--- config.mk ---
export PLATFORM = sky130hd
export DESIGN_NAME = extent_run_list_lookup_top
export DESIGN_NICKNAME = d
export VERILOG_FILES = /design/src/rtl/core/erll_pkg.sv /design/src/rtl/core/erll_front.sv /design/src/rtl/core/erll_queue.sv /design/src/rtl/core/erll_back.sv /design/src/rtl/core/extent_run_list_lookup_top.sv
export SDC_FILE = /design/constraint.sdc
export NUM_CORES = 2
export LEC_CHECK = 0
export BUFFER_PORTS_ARGS = -buffer_cell sky130_fd_sc_hd__clkbuf_2
export CAP_MARGIN = 30
export CELL_PAD_IN_SITES_DETAIL_PLACEMENT = 1
export CELL_PAD_IN_SITES_GLOBAL_PLACEMENT = 1
export CORE_UTILIZATION = 54
export CTS_BUF_LIST = sky130_fd_sc_hd__clkbuf_8
export DETAILED_ROUTE_END_ITERATION = 16
export GPL_TIMING_DRIVEN = 1
export PLACE_DENSITY = 0.87
export SETUP_SLACK_MARGIN = 0.1
export SLEW_MARGIN = 20
export SYNTH_ARGS = -nofsm -noshare
export SYNTH_HDL_FRONTEND = slang
export SYNTH_SLANG_ARGS = --single-unit
--- constraint.sdc ---
create_clock -name clk -period 25.4 [get_ports clk]
set_input_delay 3.81 -clock clk [delete_from_list [all_inputs] [get_ports clk]]
set_output_delay 3.81 -clock clk [all_outputs]
set_load 0.01 [all_outputs]
--- src/rtl/core/erll_pkg.sv ---
// Shared types and constants for the extent run-list lookup block.
// Used by erll_front, erll_queue, erll_back and extent_run_list_lookup_top.
// No dependencies.
package erll_pkg;

    // Field widths and limits.
    localparam int unsigned VCN_W           = 64;
    localparam int unsigned MAX_FIELD_BYTES = 8;
    localparam int unsigned CFG_INDEX_W     = 2;

    // Configuration register indexes.
    typedef enum logic [CFG_INDEX_W-1:0] {
        REG_LOW_VCN  = 2'd0,
        REG_HIGH_VCN = 2'd1
    } cfg_reg_t;

    // Result status codes.
    typedef enum logic [1:0] {
        ST_FOUND     = 2'd0,
        ST_NOT_FOUND = 2'd1,
        ST_BOUNDS    = 2'd2,
        ST_MALFORMED = 2'd3
    } status_t;

    // Parser phase of the front end.
    typedef enum logic [1:0] {
        PH_IDLE   = 2'd0,
        PH_HEADER = 2'd1,
        PH_LENGTH = 2'd2,
        PH_OFFSET = 2'd3
    } phase_t;

    // Kind of record handed from the front end to the back end.
    typedef enum logic [2:0] {
        REC_NONE      = 3'd0,
        REC_RUN       = 3'd1,
        REC_NOT_FOUND = 3'd2,
        REC_BOUNDS    = 3'd3,
        REC_MALFORMED = 3'd4
    } rec_kind_t;

    // One input item.
    typedef struct packed {
        logic [7:0]       run_byte;
        logic             start_req;
        logic [VCN_W-1:0] target_vcn;
    } in_item_t;

    // One result item.
    typedef struct packed {
        status_t          status;
        logic [VCN_W-1:0] physical_cluster;
        logic [VCN_W-1:0] clusters_left;
        logic             sparse;
    } out_item_t;

    // Classified record in the queue between front and back end.
    typedef struct packed {
        logic             start;
        logic [VCN_W-1:0] target;
        logic [VCN_W-1:0] low;
        rec_kind_t        kind;
        logic [VCN_W-1:0] run_length;
        logic [VCN_W-1:0] run_offset;
        logic             sparse;
    } rec_t;

endpackage

--- src/rtl/core/erll_front.sv ---
// Front end of the run-list lookup: parses run-list bytes into run records.
// Depends on erll_pkg; feeds erll_queue.
module erll_front (
    input  logic                          clk,
    input  logic                          rst_n,
    input  logic                          byte_valid,
    input  logic                          byte_stall,
    input  erll_pkg::in_item_t            byte_item,
    input  logic [erll_pkg::VCN_W-1:0]    low_vcn,
    input  logic [erll_pkg::VCN_W-1:0]    high_vcn,
    output logic                          push,
    output erll_pkg::rec_t                push_rec
);

    erll_pkg::phase_t               phase_reg, phase_next;
    logic [3:0]                     len_bytes_reg, len_bytes_next;
    logic [3:0]                     off_bytes_reg, off_bytes_next;
    logic [2:0]                     idx_reg, idx_next;
    logic [erll_pkg::VCN_W-1:0]     len_acc_reg, len_acc_next;
    logic [erll_pkg::VCN_W-1:0]     off_acc_reg, off_acc_next;

    logic                           accept;
    logic                           start;
    logic                           bounds_bad;
    erll_pkg::phase_t               eff_phase;
    logic [7:0]                     b;
    logic [3:0]                     hdr_lo;
    logic [3:0]                     hdr_hi;
    logic                           hdr_zero;
    logic                           hdr_bad;
    logic [3:0]                     idx_sum;
    logic                           len_last;
    logic                           off_last;
    logic [erll_pkg::VCN_W-1:0]     len_ins;
    logic [erll_pkg::VCN_W-1:0]     off_ins;
    logic [erll_pkg::VCN_W-1:0]     off_ext;

    // Shared decode of the current byte.
    assign accept     = byte_valid && !byte_stall;
    assign start      = byte_item.start_req;
    assign b          = byte_item.run_byte;
    assign bounds_bad = (byte_item.target_vcn < low_vcn) || (byte_item.target_vcn > high_vcn);
    assign eff_phase  = start ? erll_pkg::PH_HEADER : phase_reg;
    assign hdr_lo     = b[3:0];
    assign hdr_hi     = b[7:4];
    assign hdr_zero   = (b == 8'd0);
    assign hdr_bad    = (hdr_lo > 4'(erll_pkg::MAX_FIELD_BYTES))
                     || (hdr_hi > 4'(erll_pkg::MAX_FIELD_BYTES));
    assign idx_sum    = {1'b0, idx_reg} + 4'd1;
    assign len_last   = (idx_sum >= len_bytes_reg);
    assign off_last   = (idx_sum >= off_bytes_reg);

    // Byte lane insertion; the final offset byte also sign-extends upward.
    always_comb
    begin
        for (int j = 0; j < 8; j++)
        begin
            if (idx_reg == 3'(j))
            begin
                len_ins[j*8 +: 8] = b;
                off_ins[j*8 +: 8] = b;
                off_ext[j*8 +: 8] = b;
            end
            else
            begin
                len_ins[j*8 +: 8] = len_acc_reg[j*8 +: 8];
                off_ins[j*8 +: 8] = off_acc_reg[j*8 +: 8];
                off_ext[j*8 +: 8] = (3'(j) > idx_reg) ? {8{b[7]}} : off_acc_reg[j*8 +: 8];
            end
        end
    end

    // Next phase.
    always_comb
    begin
        phase_next = phase_reg;
        if (accept)
        begin
            if (start && bounds_bad)
            begin
                phase_next = erll_pkg::PH_IDLE;
            end
            else
            begin
                case (eff_phase)
                    erll_pkg::PH_IDLE:
                    begin
                        phase_next = erll_pkg::PH_IDLE;
                    end
                    erll_pkg::PH_HEADER:
                    begin
                        if (hdr_zero || hdr_bad)
                            phase_next = erll_pkg::PH_IDLE;
                        else if (hdr_lo != 4'd0)
                            phase_next = erll_pkg::PH_LENGTH;
                        else
                            phase_next = erll_pkg::PH_OFFSET;
                    end
                    erll_pkg::PH_LENGTH:
                    begin
                        if (len_last)
                            phase_next = (off_bytes_reg != 4'd0) ? erll_pkg::PH_OFFSET
                                                                 : erll_pkg::PH_HEADER;
                    end
                    erll_pkg::PH_OFFSET:
                    begin
                        if (off_last)
                            phase_next = erll_pkg::PH_HEADER;
                    end
                    default:
                    begin
                        phase_next = erll_pkg::PH_IDLE;
                    end
                endcase
            end
        end
    end

    // Field accumulators and the record handed to the queue.
    always_comb
    begin
        len_bytes_next      = len_bytes_reg;
        off_bytes_next      = off_bytes_reg;
        idx_next            = idx_reg;
        len_acc_next        = len_acc_reg;
        off_acc_next        = off_acc_reg;
        push                = 1'b0;
        push_rec            = '0;
        push_rec.kind       = erll_pkg::REC_NONE;
        push_rec.start      = start;
        push_rec.target     = byte_item.target_vcn;
        push_rec.low        = low_vcn;
        push_rec.run_length = len_acc_reg;
        if (accept)
        begin
            if (start && bounds_bad)
            begin
                push          = 1'b1;
                push_rec.kind = erll_pkg::REC_BOUNDS;
            end
            else
            begin
                case (eff_phase)
                    erll_pkg::PH_IDLE:
                    begin
                        push = 1'b0;
                    end
                    erll_pkg::PH_HEADER:
                    begin
                        if (hdr_zero)
                        begin
                            push          = 1'b1;
                            push_rec.kind = erll_pkg::REC_NOT_FOUND;
                        end
                        else if (hdr_bad)
                        begin
                            push          = 1'b1;
                            push_rec.kind = erll_pkg::REC_MALFORMED;
                        end
                        else
                        begin
                            // A start header still tells the back end to reload.
                            push           = start;
                            len_bytes_next = hdr_lo;
                            off_bytes_next = hdr_hi;
                            idx_next       = 3'd0;
                            len_acc_next   = '0;
                            off_acc_next   = '0;
                        end
                    end
                    erll_pkg::PH_LENGTH:
                    begin
                        len_acc_next = len_ins;
                        idx_next     = len_last ? 3'd0 : idx_sum[2:0];
                        if (len_last && (off_bytes_reg == 4'd0))
                        begin
                            // Run without an offset field is sparse.
                            push                = 1'b1;
                            push_rec.kind       = erll_pkg::REC_RUN;
                            push_rec.run_length = len_ins;
                            push_rec.run_offset = '0;
                            push_rec.sparse     = 1'b1;
                        end
                    end
                    erll_pkg::PH_OFFSET:
                    begin
                        off_acc_next = off_ins;
                        idx_next     = idx_sum[2:0];
                        if (off_last)
                        begin
                            idx_next            = 3'd0;
                            push                = 1'b1;
                            push_rec.kind       = erll_pkg::REC_RUN;
                            push_rec.run_offset = off_ext;
                            push_rec.sparse     = 1'b0;
                        end
                    end
                    default:
                    begin
                        push = 1'b0;
                    end
                endcase
            end
        end
    end

    // Parser registers.
    always_ff @(posedge clk or negedge rst_n)
    begin
        if (!rst_n)
        begin
            phase_reg     <= erll_pkg::PH_IDLE;
            len_bytes_reg <= 4'd0;
            off_bytes_reg <= 4'd0;
            idx_reg       <= 3'd0;
        end
        else
        begin
            phase_reg     <= phase_next;
            len_bytes_reg <= len_bytes_next;
            off_bytes_reg <= off_bytes_next;
            idx_reg       <= idx_next;
        end
    end

    // Accumulators are fully reloaded at each header.
    always_ff @(posedge clk)
    begin
        len_acc_reg <= len_acc_next;
        off_acc_reg <= off_acc_next;
    end

endmodule

--- src/rtl/core/erll_queue.sv ---
// Short record queue that decouples the parser from the run evaluator.
// Depends on erll_pkg for the record type.
module erll_queue #(
    parameter int unsigned DEPTH = 4
) (
    input  logic           clk,
    input  logic           rst_n,
    input  logic           push,
    input  erll_pkg::rec_t push_rec,
    input  logic           pop,
    output logic           head_valid,
    output erll_pkg::rec_t head_rec,
    output logic           full
);

    localparam int unsigned PTR_W = (DEPTH > 1) ? $clog2(DEPTH) : 1;
    localparam int unsigned CNT_W = $clog2(DEPTH + 1);

    erll_pkg::rec_t    slot_reg [DEPTH];
    logic [PTR_W-1:0]  wr_ptr_reg, wr_ptr_next;
    logic [PTR_W-1:0]  rd_ptr_reg, rd_ptr_next;
    logic [CNT_W-1:0]  count_reg, count_next;
    logic              do_push;
    logic              do_pop;

    assign full       = (count_reg == CNT_W'(DEPTH));
    assign head_valid = (count_reg != '0);
    assign head_rec   = slot_reg[rd_ptr_reg];
    assign do_push    = push && !full;
    assign do_pop     = pop && head_valid;

    // Pointer and fill-count update, with explicit wrap for any depth.
    always_comb
    begin
        wr_ptr_next = wr_ptr_reg;
        rd_ptr_next = rd_ptr_reg;
        count_next  = count_reg;
        if (do_push)
            wr_ptr_next = (wr_ptr_reg == PTR_W'(DEPTH - 1)) ? '0 : wr_ptr_reg + PTR_W'(1);
        if (do_pop)
            rd_ptr_next = (rd_ptr_reg == PTR_W'(DEPTH - 1)) ? '0 : rd_ptr_reg + PTR_W'(1);
        if (do_push && !do_pop)
            count_next = count_reg + CNT_W'(1);
        else if (do_pop && !do_push)
            count_next = count_reg - CNT_W'(1);
    end

    always_ff @(posedge clk or negedge rst_n)
    begin
        if (!rst_n)
        begin
            wr_ptr_reg <= '0;
            rd_ptr_reg <= '0;
            count_reg  <= '0;
        end
        else
        begin
            wr_ptr_reg <= wr_ptr_next;
            rd_ptr_reg <= rd_ptr_next;
            count_reg  <= count_next;
        end
    end

    // Record storage.
    always_ff @(posedge clk)
    begin
        if (do_push)
            slot_reg[wr_ptr_reg] <= push_rec;
    end

    // The parser is held off while the queue is full, so nothing is dropped.
    a_no_overflow: assert property (@(posedge clk) disable iff (!rst_n)
        push |-> !full)
        else $error("queue push while full");

    a_no_underflow: assert property (@(posedge clk) disable iff (!rst_n)
        pop |-> (count_reg != '0))
        else $error("queue pop while empty");

endmodule

--- src/rtl/core/erll_back.sv ---
// Back end of the run-list lookup: evaluates run records against the target.
// Depends on erll_pkg; fed by erll_queue, drives the result channel.
module erll_back (
    input  logic                 clk,
    input  logic                 rst_n,
    input  logic                 head_valid,
    input  erll_pkg::rec_t       head_rec,
    output logic                 pop,
    output logic                 res_valid,
    input  logic                 res_stall,
    output erll_pkg::out_item_t  res_item
);

    // Lookup state.
    logic                        active_reg, active_next;
    logic [erll_pkg::VCN_W-1:0]  wanted_reg, wanted_next;
    logic [erll_pkg::VCN_W-1:0]  base_reg, base_next;
    logic [erll_pkg::VCN_W-1:0]  phys_reg, phys_next;

    // Middle stage: decided result, arithmetic not yet finished.
    logic                        p_valid_reg, p_valid_next;
    erll_pkg::status_t           p_status_reg, p_status_next;
    logic [erll_pkg::VCN_W-1:0]  p_phys_reg, p_phys_next;
    logic [erll_pkg::VCN_W-1:0]  p_delta_reg, p_delta_next;
    logic [erll_pkg::VCN_W-1:0]  p_len_reg, p_len_next;
    logic                        p_sparse_reg, p_sparse_next;

    // Output register.
    logic                        res_valid_reg, res_valid_next;
    erll_pkg::out_item_t         res_item_reg, res_item_next;

    logic                        eff_active;
    logic [erll_pkg::VCN_W-1:0]  eff_wanted;
    logic [erll_pkg::VCN_W-1:0]  eff_base;
    logic [erll_pkg::VCN_W-1:0]  eff_phys;
    logic                        borrow;
    logic [erll_pkg::VCN_W-1:0]  delta;
    logic                        hit;
    logic                        is_run;
    logic                        is_end;
    logic [erll_pkg::VCN_W-1:0]  phys_sum;
    logic                        needs_slot;
    logic                        out_ready;
    logic                        p_ready;
    logic                        emit;
    logic                        found;

    // A start record reloads the lookup state before its own kind is applied.
    assign eff_active = head_rec.start ? 1'b1 : active_reg;
    assign eff_wanted = head_rec.start ? head_rec.target : wanted_reg;
    assign eff_base   = head_rec.start ? head_rec.low : base_reg;
    assign eff_phys   = head_rec.start ? '0 : phys_reg;

    // Run containment: base <= target and target - base < length.
    assign {borrow, delta} = {1'b0, eff_wanted} - {1'b0, eff_base};
    assign hit       = !borrow && (delta < head_rec.run_length);
    assign phys_sum  = eff_phys + head_rec.run_offset;
    assign is_run    = (head_rec.kind == erll_pkg::REC_RUN);
    assign is_end    = (head_rec.kind == erll_pkg::REC_NOT_FOUND)
                    || (head_rec.kind == erll_pkg::REC_BOUNDS)
                    || (head_rec.kind == erll_pkg::REC_MALFORMED);

    // Handshake between the stages.
    assign out_ready  = !res_valid_reg || !res_stall;
    assign p_ready    = !p_valid_reg || out_ready;
    assign needs_slot = eff_active && (head_rec.kind != erll_pkg::REC_NONE);
    assign pop        = head_valid && (!needs_slot || p_ready);
    assign found      = eff_active && is_run && hit;
    assign emit       = pop && eff_active && (is_end || (is_run && hit));

    // Lookup state update on every popped record.
    always_comb
    begin
        active_next = active_reg;
        wanted_next = wanted_reg;
        base_next   = base_reg;
        phys_next   = phys_reg;
        if (pop)
        begin
            active_next = eff_active && !(is_end || (is_run && hit));
            wanted_next = eff_wanted;
            base_next   = is_run ? eff_base + head_rec.run_length : eff_base;
            phys_next   = is_run ? phys_sum : eff_phys;
        end
    end

    // Middle stage load.
    always_comb
    begin
        p_valid_next  = p_valid_reg;
        p_status_next = p_status_reg;
        p_phys_next   = p_phys_reg;
        p_delta_next  = p_delta_reg;
        p_len_next    = p_len_reg;
        p_sparse_next = p_sparse_reg;
        if (p_ready)
            p_valid_next = emit;
        if (emit)
        begin
            case (head_rec.kind)
                erll_pkg::REC_RUN:       p_status_next = erll_pkg::ST_FOUND;
                erll_pkg::REC_NOT_FOUND: p_status_next = erll_pkg::ST_NOT_FOUND;
                erll_pkg::REC_BOUNDS:    p_status_next = erll_pkg::ST_BOUNDS;
                erll_pkg::REC_MALFORMED: p_status_next = erll_pkg::ST_MALFORMED;
                default:                 p_status_next = erll_pkg::ST_NOT_FOUND;
            endcase
            p_phys_next   = found ? phys_sum : '0;
            p_delta_next  = found ? delta : '0;
            p_len_next    = found ? head_rec.run_length : '0;
            p_sparse_next = found && head_rec.sparse;
        end
    end

    // Output stage: final adds for the physical cluster and clusters left.
    always_comb
    begin
        res_valid_next = res_valid_reg;
        res_item_next  = res_item_reg;
        if (out_ready)
            res_valid_next = p_valid_reg;
        if (out_ready && p_valid_reg)
        begin
            res_item_next.status           = p_status_reg;
            res_item_next.physical_cluster = p_sparse_reg ? '0 : p_phys_reg + p_delta_reg;
            res_item_next.clusters_left    = p_len_reg - p_delta_reg;
            res_item_next.sparse           = p_sparse_reg;
        end
    end

    always_ff @(posedge clk or negedge rst_n)
    begin
        if (!rst_n)
        begin
            active_reg    <= 1'b0;
            p_valid_reg   <= 1'b0;
            res_valid_reg <= 1'b0;
        end
        else
        begin
            active_reg    <= active_next;
            p_valid_reg   <= p_valid_next;
            res_valid_reg <= res_valid_next;
        end
    end

    // Payload registers.
    always_ff @(posedge clk)
    begin
        wanted_reg   <= wanted_next;
        base_reg     <= base_next;
        phys_reg     <= phys_next;
        p_status_reg <= p_status_next;
        p_phys_reg   <= p_phys_next;
        p_delta_reg  <= p_delta_next;
        p_len_reg    <= p_len_next;
        p_sparse_reg <= p_sparse_next;
        res_item_reg <= res_item_next;
    end

    assign res_valid = res_valid_reg;
    assign res_item  = res_item_reg;

    // Results other than found carry zero fields.
    a_miss_zero: assert property (@(posedge clk) disable iff (!rst_n)
        (res_valid && (res_item.status != erll_pkg::ST_FOUND))
        |-> ((res_item.physical_cluster == '0) && (res_item.clusters_left == '0)
             && !res_item.sparse))
        else $error("non-found result with nonzero fields");

    // A sparse hit has no physical location and always leaves clusters.
    a_sparse_hit: assert property (@(posedge clk) disable iff (!rst_n)
        (res_valid && res_item.sparse)
        |-> ((res_item.status == erll_pkg::ST_FOUND) && (res_item.physical_cluster == '0)))
        else $error("sparse result with a physical cluster");

endmodule

--- src/rtl/core/extent_run_list_lookup_top.sv ---
// Extent run-list lookup: decodes a compressed run list and resolves one virtual cluster.
// Byte channel in, result channel out; one item per cycle sustained unless stalled.
//
// Usage: feed run-list bytes on the byte channel (byte_valid / byte_stall /
// byte_item), one byte per transfer. The first byte of a list carries
// start_req = 1 and the target virtual cluster; it is also the first run
// header. Each lookup gives at most one result on the result channel
// (res_valid / res_stall / res_item): found, not found at the terminator,
// outside the configured bounds, or malformed header. Bytes after a result
// are dropped until the next start.
// Throughput: one byte per cycle while byte_stall is low. A parser, a
// four-entry record queue and a two-stage run evaluator run concurrently, so
// bytes keep flowing while a finished result waits in the output register.
// Result path: the record for the byte that decides a result is queued at the
// transfer edge, then evaluated into the middle stage, then finished by the
// final add into the output register; earlier records or res_stall can delay it.
// Stall: when res_stall holds, results pile up in the evaluator and then the
// queue; byte_stall rises only once the queue is full.
// Reset: rst_n clears the parser, queue and result valid, and both bounds
// registers to zero. Write the bounds with cfg_write while the block is idle.
module extent_run_list_lookup_top #(
    parameter int unsigned QUEUE_DEPTH = 4
) (
    input  logic                                clk,
    input  logic                                rst_n,
    input  logic                                byte_valid,
    output logic                                byte_stall,
    input  erll_pkg::in_item_t                  byte_item,
    output logic                                res_valid,
    input  logic                                res_stall,
    output erll_pkg::out_item_t                 res_item,
    input  logic                                cfg_write,
    input  logic [erll_pkg::CFG_INDEX_W-1:0]    cfg_index,
    input  logic [erll_pkg::VCN_W-1:0]          cfg_data
);

    logic [erll_pkg::VCN_W-1:0]  low_vcn_reg, low_vcn_next;
    logic [erll_pkg::VCN_W-1:0]  high_vcn_reg, high_vcn_next;
    logic                        q_push;
    erll_pkg::rec_t              q_push_rec;
    logic                        q_pop;
    logic                        q_head_valid;
    erll_pkg::rec_t              q_head_rec;
    logic                        q_full;

    // Bounds register writes; unknown indexes are ignored.
    always_comb
    begin
        low_vcn_next  = low_vcn_reg;
        high_vcn_next = high_vcn_reg;
        if (cfg_write)
        begin
            case (cfg_index)
                erll_pkg::REG_LOW_VCN:  low_vcn_next  = cfg_data;
                erll_pkg::REG_HIGH_VCN: high_vcn_next = cfg_data;
                default:
                begin
                    low_vcn_next  = low_vcn_reg;
                    high_vcn_next = high_vcn_reg;
                end
            endcase
        end
    end

    always_ff @(posedge clk or negedge rst_n)
    begin
        if (!rst_n)
        begin
            low_vcn_reg  <= '0;
            high_vcn_reg <= '0;
        end
        else
        begin
            low_vcn_reg  <= low_vcn_next;
            high_vcn_reg <= high_vcn_next;
        end
    end

    // The byte channel is held off only by a full record queue.
    assign byte_stall = q_full;

    // Parser.
    erll_front u_front (
        .clk        (clk),
        .rst_n      (rst_n),
        .byte_valid (byte_valid),
        .byte_stall (byte_stall),
        .byte_item  (byte_item),
        .low_vcn    (low_vcn_reg),
        .high_vcn   (high_vcn_reg),
        .push       (q_push),
        .push_rec   (q_push_rec)
    );

    // Record queue.
    erll_queue #(
        .DEPTH (QUEUE_DEPTH)
    ) u_queue (
        .clk        (clk),
        .rst_n      (rst_n),
        .push       (q_push),
        .push_rec   (q_push_rec),
        .pop        (q_pop),
        .head_valid (q_head_valid),
        .head_rec   (q_head_rec),
        .full       (q_full)
    );

    // Run evaluator and result register.
    erll_back u_back (
        .clk        (clk),
        .rst_n      (rst_n),
        .head_valid (q_head_valid),
        .head_rec   (q_head_rec),
        .pop        (q_pop),
        .res_valid  (res_valid),
        .res_stall  (res_stall),
        .res_item   (res_item)
    );

endmodule
==> summary.md <==
| Metric | Value |
|---|---|
| Mux contribution to synthesized area | 8.396% |
| Die X | 417.9 um |
| Final Skew | 0.1098 ns |
| Vias per cell | roughly 6.7 |
| Top cell by count, worst path | buf_4 |
| Number of synthesized flops with an enable pin | 1682 |
| Worst-skew pair later-pin latency | approximately 1.1 ns |
| Layout cells sized above 1 | ~15% |
| Synth Warn # | 0 |
| DRC | 0 |
| CTS max path bufs | 4 |
| Dpl hpwl | 223400 um |
| First-pass GRT wire length | roughly 470000 um |
| Mapped Nets | 8084 |
| Die H | 417.9 um |
| Antenna violations before repair | 16 |
| Largest stage delay, worst path | 0.79 ns |
| Netlist cell types | 86 |
| 1st-iter DRT viols | 9106 |
| Max-slew violations | 0 |
| First-pass iteration count of the detailed router | 8 |
| Most used DFF post-synth | edfxtp_1 |
| Fin crit share | 47.49% |
| CTS Hold Bufs | 0 |
| DR WL/cell | roughly 32 um |
| Max Cap Viol | 0 |
| Critical path class | register to register |
| Largest family of logic cells by synthesized area | compound AO/OA/AOI/OAI gates |
| Mean post-synth cell area | 12.61 sq um |
| Vias in the first global route | 70790 |
| Num ports | 277 |
| Data arrival, critical path | 12.74 ns |
| Area delta synth->final | 10.56% |
| Max layer used | met5 |
| Status | completed |
| Endpoints failing setup | 0 |
| Simple-gate share of the synthesized area | 9.857% |
| Total track usage | 36.88% |
| Final Core Density | 60.12% |
| Post-Synth Adder-Cell Area | approximately 7.2% |
| Clk pin slew, worst setup/hold paths | 0.07 ns |
| Max Freq | 0.08291 GHz |
| Initial Util | 54.38% |
| Worst-path maximum fanout | 62 |
| Slowest CP cell | buf_4 |
| Startpoint Class | register |
| Post-synthesis instance total | roughly 7400 |
| Slew @ Worst Pin | about 1.2 ns |
| DP Cell Count | 9748 |
| Site Rows | 152 |
| Hold Path Class | register to register |
| Post-cts gate resize count | 0 |
| CP endpoint kind | register |
| Placed Area | 0.09702 sq mm |
| Met3 WL post-DR | between 30000 and 40000 um |
| Vias | a little under 70000 |
| # H-tree levels | 5 |
| Clock tree root buffer cell | clkbuf_8 |
| CP Data Required Time | 26.07 ns |
| Final WL | 329500 um |
| RSZ-0062 raised after global routing | no |
| Fin cells | 10330 |
| Die Area | 0.1746 sq mm |
| CTS Sinks | 1833 |
| Register area share after synthesis | 58.13% |
| Final hold vios | 0 |
| Setup bufs post-CTS | 0 |
| Largest net degree at the start of global routing | 155 |
| Total gr overflow | 0 |
| Final net count | 8450 |
| Async S/R FF share, synth | under 10% |
| Final ANT Viol Nets | 0 |
| TritonCTS Buffers | 322 |
| Final Wtd Congestion | 1.005 |
| XOR/XNOR share of the synthesized area | 2.767% |
| Core region area | roughly 0.17 sq mm |
| CTS tree | done |
| Met2 wire len | 150800 um |
| Worst slew margin | 22.29% |
| M1 wire length | roughly 120000 um |
| Minimum clock period | 12.06 ns |
| Largest register FFs | 1044 |
| Final Cell Area | 0.1032 sq mm |
| Syn Std Cell Area | 0.09338 sq mm |
| Port bufs | 276 |
| Setup TNS | 0 ns |
| Compound-Gate Fraction of Synth Area | 10.52% |
| Flip-flop and latch count after synthesis | 1833 |
[synthesized netlist by cell type (124+ instances only)]
cell type | n | area [sq um]
a21o_1 | 295 | 2215
and2_1 | 169 | 1057
inv_1 | 406 | 1524
clkbuf_1 | 233 | 874.6
mux2_2 | 128 | 1441
xor2_1 | 124 | 1086
edfxtp_1 | 1682 | 50510
o21ai_0 | 342 | 1712
nor2_1 | 452 | 1697
ha_1 | 528 | 6606
nand2_1 | 899 | 3374
xnor2_1 | 171 | 1498
a21oi_1 | 521 | 2608
dfrtp_1 | 151 | 3779
mux4_2 | 259 | 5833
[metrics by stage]
stage / setup slack (ns) / hold slack (ns)
after floorplan: 4.460 / 0.4003
after global placement: 13.75 / 0.4612
after detailed placement: 13.44 / 0.4743
after CTS: 13.35 / 0.4524
after global routing: 12.74 / 0.4799
final: 13.34 / 0.4537
[layer usage]
metal  vias to the layer above  track usage (%)
met1                     34570            47.63
met3                      1179            9.170
met5                         -                0
met2                      4826            57.57
li1                      28320                -
met4                        20            19.63
[cells by family after synthesis]
group                    Yosys count
AND/OR/NAND/NOR                 2005
flip-flops                      1833
AO/OA/AOI/OAI                   1580
buffers and inverters            724
adder cells (fa/ha/maj)          534
multiplexers                     435
XOR/XNOR                         295
[final timing paths]
kind / from / end / slack, ns / depth (start not counted)
min in group asynchronous: rst_n / low_vcn_reg[43]$_DFFE_PN0P_ / 2.71 / 1
hold reg to reg: u_back.p_valid_reg$_DFFE_PN0P_ / u_back.res_valid$_DFFE_PN0N_ / 0.45 / 1
setup / recovery: u_queue.rd_ptr_reg[0]$_DFFE_PN0P_ / u_back.p_len_reg[56]$_SDFFCE_PN0P_ / 13.34 / 34
max in group asynchronous: rst_n / u_queue.rd_ptr_reg[1]$_DFFE_PN0P_ / 20.56 / 3
setup reg to reg: u_queue.rd_ptr_reg[0]$_DFFE_PN0P_ / u_back.p_len_reg[56]$_SDFFCE_PN0P_ / 13.34 / 34
hold / removal: u_back.p_valid_reg$_DFFE_PN0P_ / u_back.res_valid$_DFFE_PN0N_ / 0.45 / 1
[worst max-delay path: cells and delay by family (launching register included)]
family	cells	cell delay (ns)
flip-flops	1	0.68
AND/OR/NAND/NOR	4	0.71
buffers and inverters	9	4.27
multiplexers	2	0.86
AO/OA/AOI/OAI	16	4.09
XOR/XNOR	1	0.19
adder cells (fa/ha/maj)	2	0.58
[layout by cell type, fill, tap and decap left out, types with 54 or more instances in the layout]
cell type | synthesis | routed
nor2_1 | 452 | 449
buf_4 | 0 | 62
inv_1 | 406 | 507
nand4_1 | 97 | 97
a21o_1 | 295 | 295
a31oi_1 | 65 | 65
ha_1 | 528 | 528
nand3_1 | 82 | 82
mux2_2 | 128 | 128
o21ai_0 | 342 | 342
clkinv_1 | 3 | 61
o21bai_1 | 54 | 54
nor2b_1 | 55 | 55
edfxtp_1 | 1682 | 1682
xnor2_1 | 171 | 171
nor3_1 | 56 | 54
mux4_2 | 259 | 259
clkbuf_2 | 0 | 277
dfrtp_1 | 151 | 149
a21oi_1 | 521 | 521
clkbuf_8 | 10 | 338
xor2_1 | 124 | 124
nand2_1 | 899 | 899
and2_1 | 169 | 165
[area by class of cell]
type	instances	area, sq um
fillers	17030	68490
well taps	2310	2890
flip-flops and latches	1833	54290
inverters	409	1540
clock buffers	338	4652
diodes	5	12.51
clock inverters	225	1351
repair buffers	357	2218
multi-input cells	4849	36290
Power is left out: the tool's default activity adds up to more than one toggle a clock period on the data nets, which glitch-free logic cannot reach.
